===== src/sv/csp_pkg.sv =====
`timescale 1ns / 1ps

package csp_pkg;

  localparam int TABLE_DEPTH = 64;
  localparam int MAX_BASES   = 32;
  localparam int STRAND_W    = 64;
  localparam int LEN_W       = 6;
  localparam int COUNT_W     = 16;

  localparam logic [COUNT_W-1:0] COUNT_MAX = '1;

  // Search token walking the cell row, one cell per cycle
  typedef struct packed {
    logic                valid;
    logic [STRAND_W-1:0] bases;
    logic [STRAND_W-1:0] mask;
    logic [LEN_W-1:0]    len;
    logic                usable;
    logic                matched;
    logic                placed;
  } tok_t;

  // Broadcast from the controller to every cell
  typedef struct packed {
    logic clear;
    logic commit;
    logic cancel;
  } ctl_t;

  typedef enum logic [1:0] {
    ST_IDLE,
    ST_SEARCH,
    ST_WAIT
  } st_t;

  function automatic logic [STRAND_W-1:0] length_mask(input logic [LEN_W-1:0] len);
    logic [STRAND_W-1:0] m;
    m = '0;
    for (int b = 0; b < MAX_BASES; b++) begin
      if (LEN_W'(b) < len) begin
        m[2*b +: 2] = 2'b11;
      end
    end
    return m;
  endfunction

  function automatic logic strand_usable(input logic [LEN_W-1:0] len, input logic valid);
    return valid && (len != '0) && (len <= LEN_W'(MAX_BASES));
  endfunction

endpackage


===== src/sv/csp_cell.sv =====
`timescale 1ns / 1ps

module csp_cell (
  input  logic          clk,
  input  logic          rst,
  input  csp_pkg::ctl_t ctl,
  input  csp_pkg::tok_t tok_in,
  output csp_pkg::tok_t tok_out
);
  import csp_pkg::*;

  logic                occupied;
  logic                pending;
  logic [STRAND_W-1:0] strand;
  logic [LEN_W-1:0]    length;
  logic                usable;

  logic hit;
  logic take;
  tok_t tok_next;

  always_comb begin
    hit = tok_in.valid && tok_in.usable && !tok_in.matched && occupied && usable &&
          (length == tok_in.len) && (((strand ^ tok_in.bases) & tok_in.mask) == tok_in.mask);
    take = tok_in.valid && !tok_in.matched && !tok_in.placed && !occupied && !pending;
    tok_next         = tok_in;
    tok_next.matched = tok_in.matched | hit;
    tok_next.placed  = tok_in.placed | take;
  end

  always_ff @(posedge clk) begin
    if (rst) begin
      occupied <= 1'b0;
      pending  <= 1'b0;
      tok_out  <= '0;
    end else begin
      tok_out <= tok_next;
      if (ctl.clear || hit) begin
        occupied <= 1'b0;
      end else if (pending && ctl.commit) begin
        occupied <= 1'b1;
      end
      if (take) begin
        pending <= 1'b1;
      end else if (ctl.commit || ctl.cancel) begin
        pending <= 1'b0;
      end
    end
  end

  // Tentative write: kept only if the token reaches the end unmatched
  always_ff @(posedge clk) begin
    if (take) begin
      strand <= tok_in.bases;
      length <= tok_in.len;
      usable <= tok_in.usable;
    end
  end

endmodule


===== config.mk =====
export PLATFORM = sky130hd
export DESIGN_NAME = csp_cell
export DESIGN_NICKNAME = d
export VERILOG_FILES = /design/src/sv/csp_pkg.sv /design/src/sv/csp_cell.sv
export SDC_FILE = /design/constraint.sdc
export NUM_CORES = 1
export LEC_CHECK = 0
export ABC_AREA = 1
export BUFFER_PORTS_ARGS = -buffer_cell sky130_fd_sc_hd__buf_2
export CAP_MARGIN = 30
export CORE_UTILIZATION = 35
export CTS_BUF_LIST = sky130_fd_sc_hd__clkbuf_8
export CTS_CLUSTER_SIZE = 8
export DETAILED_ROUTE_END_ITERATION = 8
export GPL_TIMING_DRIVEN = 0
export HOLD_SLACK_MARGIN = 0.02
export PLACE_DENSITY = 0.71
export SYNTH_ARGS = -nofsm -noshare
export SYNTH_HDL_FRONTEND = slang
export SYNTH_SLANG_ARGS = --single-unit

===== constraint.sdc =====
create_clock -name clk -period 2.9 [get_ports clk]
set_input_delay 0.435 -clock clk [delete_from_list [all_inputs] [get_ports clk]]
set_output_delay 0.435 -clock clk [all_outputs]
set_load 0.01 [all_outputs]

Word level (Yosys, flattened, before mapping)
Index checks and enable logic that the tools add are counted.
{ "op_classes": {"eq_ne": 2, "mux": 2, "bitwise_logic": 4, "reduce_logical": 19} }
{ "ops": {"columns": ["operator", "count"], "rows": [
  ["$and A64 B64 Y64", 1],
  ["$eq A64 B64 Y1", 1],
  ["$xor A64 B64 Y64", 1],
  ["$logic_and A1 B1 Y1", 11],
  ["$eq A6 B6 Y1", 1],
  ["$logic_not A1 Y1", 4],
  ["$logic_or A1 B1 Y1", 2],
  ["$mux W1", 2],
  ["$or A1 B1 Y1", 2],
  ["$reduce_bool A2 Y1", 1],
  ["$reduce_or A2 Y1", 1]
]} }
{ "word_totals": {"regBits": 211} }

Longest topological paths before layout
{ "depth": {"word_depth": 8, "depth_mapped": 11} }

Least setup slack after synthesis
OpenSTA, ideal clock, no wires.
{ "synth_path": {"path_type": "input to register", "from": "in tok_in[137] in the netlist's numbering", "to": "reg length[0], enable pin", "setup_ps": 439, "arrival_ps": 2320, "required_ps": 2461, "setup_slack_ps": 141, "path_stages": 3, "path_cell_list": "inv_1 nor2_1 and3_1"} }
{ "synth_between": {"elab_chain_cells": 4} }
{ "synth_rtl": {"columns": ["item", "line_no", "rtl"], "rows": [
  ["start, declared", "csp_cell.sv:7", "input csp_pkg::tok_t tok_in,"],
  ["$logic_and A1 B1 Y1 (4 in series)", "csp_cell.sv:25", "take = tok_in.valid && !tok_in.matched && !tok_in.placed && !occupied && !pending;"],
  ["named net take", "csp_cell.sv:19", "logic take;"],
  ["end signal, assigned", "csp_cell.sv:55", "length <= tok_in.len;"],
  ["end, declared", "csp_cell.sv:15", "logic [LEN_W-1:0] length;"]
]} }
The timed path passes the listed nets, and every way through them passes these cells.
A chain may end at the register's enable or synchronous reset.

Worst setup path in the final report
{ "layout_path": {"from": "reg pending", "to": "reg strand[6], enable pin"} }
{ "layout_between": {"elab_chain_cells": 2} }
{ "layout_rtl": {"columns": ["item", "line_no", "rtl"], "rows": [
  ["start, declared", "csp_cell.sv:13", "logic pending;"],
  ["start signal, assigned", "csp_cell.sv:34", "pending <= 1'b0;"],
  ["start signal, assigned", "csp_cell.sv:44", "pending <= 1'b1;"],
  ["start signal, assigned", "csp_cell.sv:46", "pending <= 1'b0;"],
  ["$logic_not A1 Y1", "csp_cell.sv:25", null],
  ["$logic_and A1 B1 Y1", "csp_cell.sv:25", null],
  ["named net take", "csp_cell.sv:19", null],
  ["end signal, assigned", "csp_cell.sv:54", "strand <= tok_in.bases;"],
  ["end, declared", "csp_cell.sv:14", "logic [STRAND_W-1:0] strand;"]
]} }
The timed path passes the listed nets, and every way through them passes these cells.

==> results.tsv <==
stage	metric	value	unit
floorplan	dieArea	21700	µm²
floorplan	rows	52	
setup_path	reg2regPathDepth	3	
sta	min_period_over_period	0.568	
floorplan	start_util	0.361	
synth	netlist.area_leader.share	0.379	
setup_path	startpoint	pending$_SDFFE_PP0P_	
sta	skew	0.0144	ns
synth	avgSynthCellArea	8.98	µm²
status	status	finished clean	
sta	final_hold_viol_count	0	
sta	slew_violations	0	
global_route	globalRouteTotalUtil	0.193	
global_route	antenna_found_initial	3	
synth	ys.flop_type	dfxtp_1	
synth	yosysSeqAreaShare	0.667	
global_route	grt_max_degree	39	
flow_run	max_cap_violations	0	
cts	cts_buffer_depth	3	
placement	dp_hpwl	15.3	mm
synth	synthTopCellsByCount	nor2_1 (174), inv_1 (172), nand2_1 (152)	
floorplan	die_w	147	µm
finish	drive_above_1_share	0.307	
cts	clockRootBuffer	clkbuf_8	
setup_path	critPathCaptureType	register	
floorplan	die_y	147	µm
cts	cts_resized	0	
placement	port_buffers	279	
cts	cts_setup_buffers	0	
power	max-vdd-ir-drop	413	µV
power	pwr_density_cell	657	nW/µm²
sta	tightest_slew	0.729	ns
drt	wirelength	20.7	mm
placement	dp.cells	1374	
cts	cts.clk_slew.worst_paths	0.06	ns
cts	cts_tree	built	
sta	rsz0062_at_grt	no	
drt	wire_per_inst	14.4	µm
setup_path	worstPathRequired	3.08	ns
global_route	grt.overflow.total	0	
setup_path	start_kind	register	
cts	cts_buffers	37	
drt	ant_nets	0	
setup_path	crit_path_end	strand[6]$_DFFE_PP_	
floorplan	io_pins	281	
setup_path	r2r_slack	1.25	ns
setup_path	slowest_stage	and3_4	
synth	synth_edf_count	71	
placement	placed_area	9170	µm²
synth	yosysMostFrequentCell	nor2_1	
drt	drtIter0Drc	228	
synth	synthTopCellsByArea	dfxtp_1 (38%), edfxtp_1 (29%), nor2_1 (8.8%), inv_1 (8.7%), nand2_1 (7.7%)	
floorplan	coreArea	20500	µm²
sta	clock.fmax	607	MHz
cts	clock_sinks	211	
finish	fill_cells	1971	
synth	ys_ff_latch	211	
cts	clk_latency	0.50	ns
setup_path	crit_fanout	38	
setup_path	criticalPathCategory	register to register	
hold_path	hp-class	primary input to register	
setup_path	cpPeakStageDelay	0.56	ns
setup_path	cp_top_family	simple AND/OR/NAND/NOR gates	
setup_path	cp.depth	3	
sta	fin_crit	1.65	ns
synth	synth_nets	967	
synth	yosysTopAreaCell	dfxtp_1	
synth	synthCells	824	
finish	final_area	9900	µm²
power	p_leak	5.36	nW
synth	synth_async_sr_flop_share	0	
drt	vias_per_cell	4.28	
setup_path	crit_arrival	1.83	ns
placement	place_congestion	0.802	
synth	synthesis.area	7400	µm²
global_route	grt_pass1_vias	6018	
drt	firstDrtPassIters	5	
synth	ys_warn_count	0	
sta	finalSetupTns	0	ns
finish	final_nets	1286	
setup_path	reg2reg_to	strand[6]$_DFFE_PP_	
finish	final_cells	1439	
finish	syn_to_final_growth	33.7	%
drt	post-route-drc-count	0	
synth	synth_cell_type_count	22	
cts	htreeDepth	2	
cts	cts_hold_buf	0	
global_route	grt_pass1_wl	31.8	mm
sta	setup_violations	0	
setup_path	timing.rr.start	pending$_SDFFE_PP0P_	
sta	slew_headroom	0.514	
setup_path	crit_chain	nor2_1 -> and3_4 -> buf_16	
drt	num_vias	6161	
setup_path	worst-path-buf-inv	1	
[registers in the layout, indices dropped and copies added, names as in the netlist]
register,cells
strand,64
occupied,1
usable,1
tok_out,138
length,6
pending,1
[metrics by stage]
step / util / worst slack, ns / hold WS [ns] / total power, mW
2_1_floorplan: - / 0.141 / 0.480 / 3.56
3_3_place_gp: 0.446 / -1.15 / 0.509 / 3.87
3_5_place_dp: 0.447 / 0.937 / 0.549 / 3.89
4_1_cts: 0.483 / 1.23 / 0.0888 / 6.60
5_1_grt: 0.483 / 1.13 / 0.0951 / 6.79
6_report: 0.483 / 1.25 / 0.126 / 6.51
[report_power, final]
part	switching [mW]	internal, mW	leakage (nW)	total (mW)
clock	1.16	1.53	0.438	2.69
sequential	0.0352	3.19	1.82	3.23
combinational	0.357	0.231	3.10	0.589
[placed cells by master (no fill, tap or decap), types with 4 or more instances in the layout]
cell type / instances
buf_2: 291
inv_1: 190
nor2_1: 174
nand2_1: 152
dfxtp_1: 140
edfxtp_1: 71
nand3_1: 48
clkbuf_8: 40
inv_2: 14
o21ai_1: 12
a21oi_1: 5
xnor2_1: 5
clkbuf_1: 4
[layout make-up]
class,count,area [µm²],area share
multi-input combinational,411,1700,0.172
antenna,1,2.50,0.000253
inverter,186,698,0.0706
timing repair buffer,280,1420,0.144
sequential,211,4930,0.499
tap,270,338,0.0341
clock inverter,24,173,0.0174
clock buffer,40,551,0.0556
buffer,16,75.1,0.00759
[cell families (layout without fill, tap and decap cells)]
logic type / after synthesis / count (layout) / share of synthesized area
compound gates: 19 / 19 / 0.0132
flops: 211 / 211 / 0.667
simple gates: 387 / 387 / 0.210
other cells: 0 / 1 / 0
xor+xnor: 5 / 5 / 0.00591
buf+inv: 202 / 546 / 0.104
[routing by layer]
layer / GRT usage / vias up / wire [µm]
met5: 0 / - / 24
met4: 0.0660 / 4 / 553
met3: 0.0559 / 57 / 1630
met2: 0.335 / 232 / 10000
met1: 0.226 / 2773 / 8550
li1: - / 3095 / -
[worst register-to-register path, stage by stage, from the launching register on]
cell	delay, ns
dfxtp_1	0.33
nor2_1	0.11
and3_4	0.56
buf_16	0.30
[worst min-delay path by stage]
| stage | from | end | slack, ns | cells past startpoint |
|---|---|---|---|---|
| 2_1_floorplan | pending$_SDFFE_PP0P_ | pending$_SDFFE_PP0P_ | 0.48 | 2 |
| 3_3_place_gp | pending$_SDFFE_PP0P_ | pending$_SDFFE_PP0P_ | 0.51 | 2 |
| 3_5_place_dp | pending$_SDFFE_PP0P_ | pending$_SDFFE_PP0P_ | 0.55 | 2 |
| 4_1_cts | tok_in[120] | strand[47]$_DFFE_PP_ | 0.09 | 1 |
| 5_1_grt | tok_in[79] | strand[6]$_DFFE_PP_ | 0.1 | 1 |
| 6_report | tok_in[120] | strand[47]$_DFFE_PP_ | 0.13 | 1 |
(Power assumes the default switching activity.)
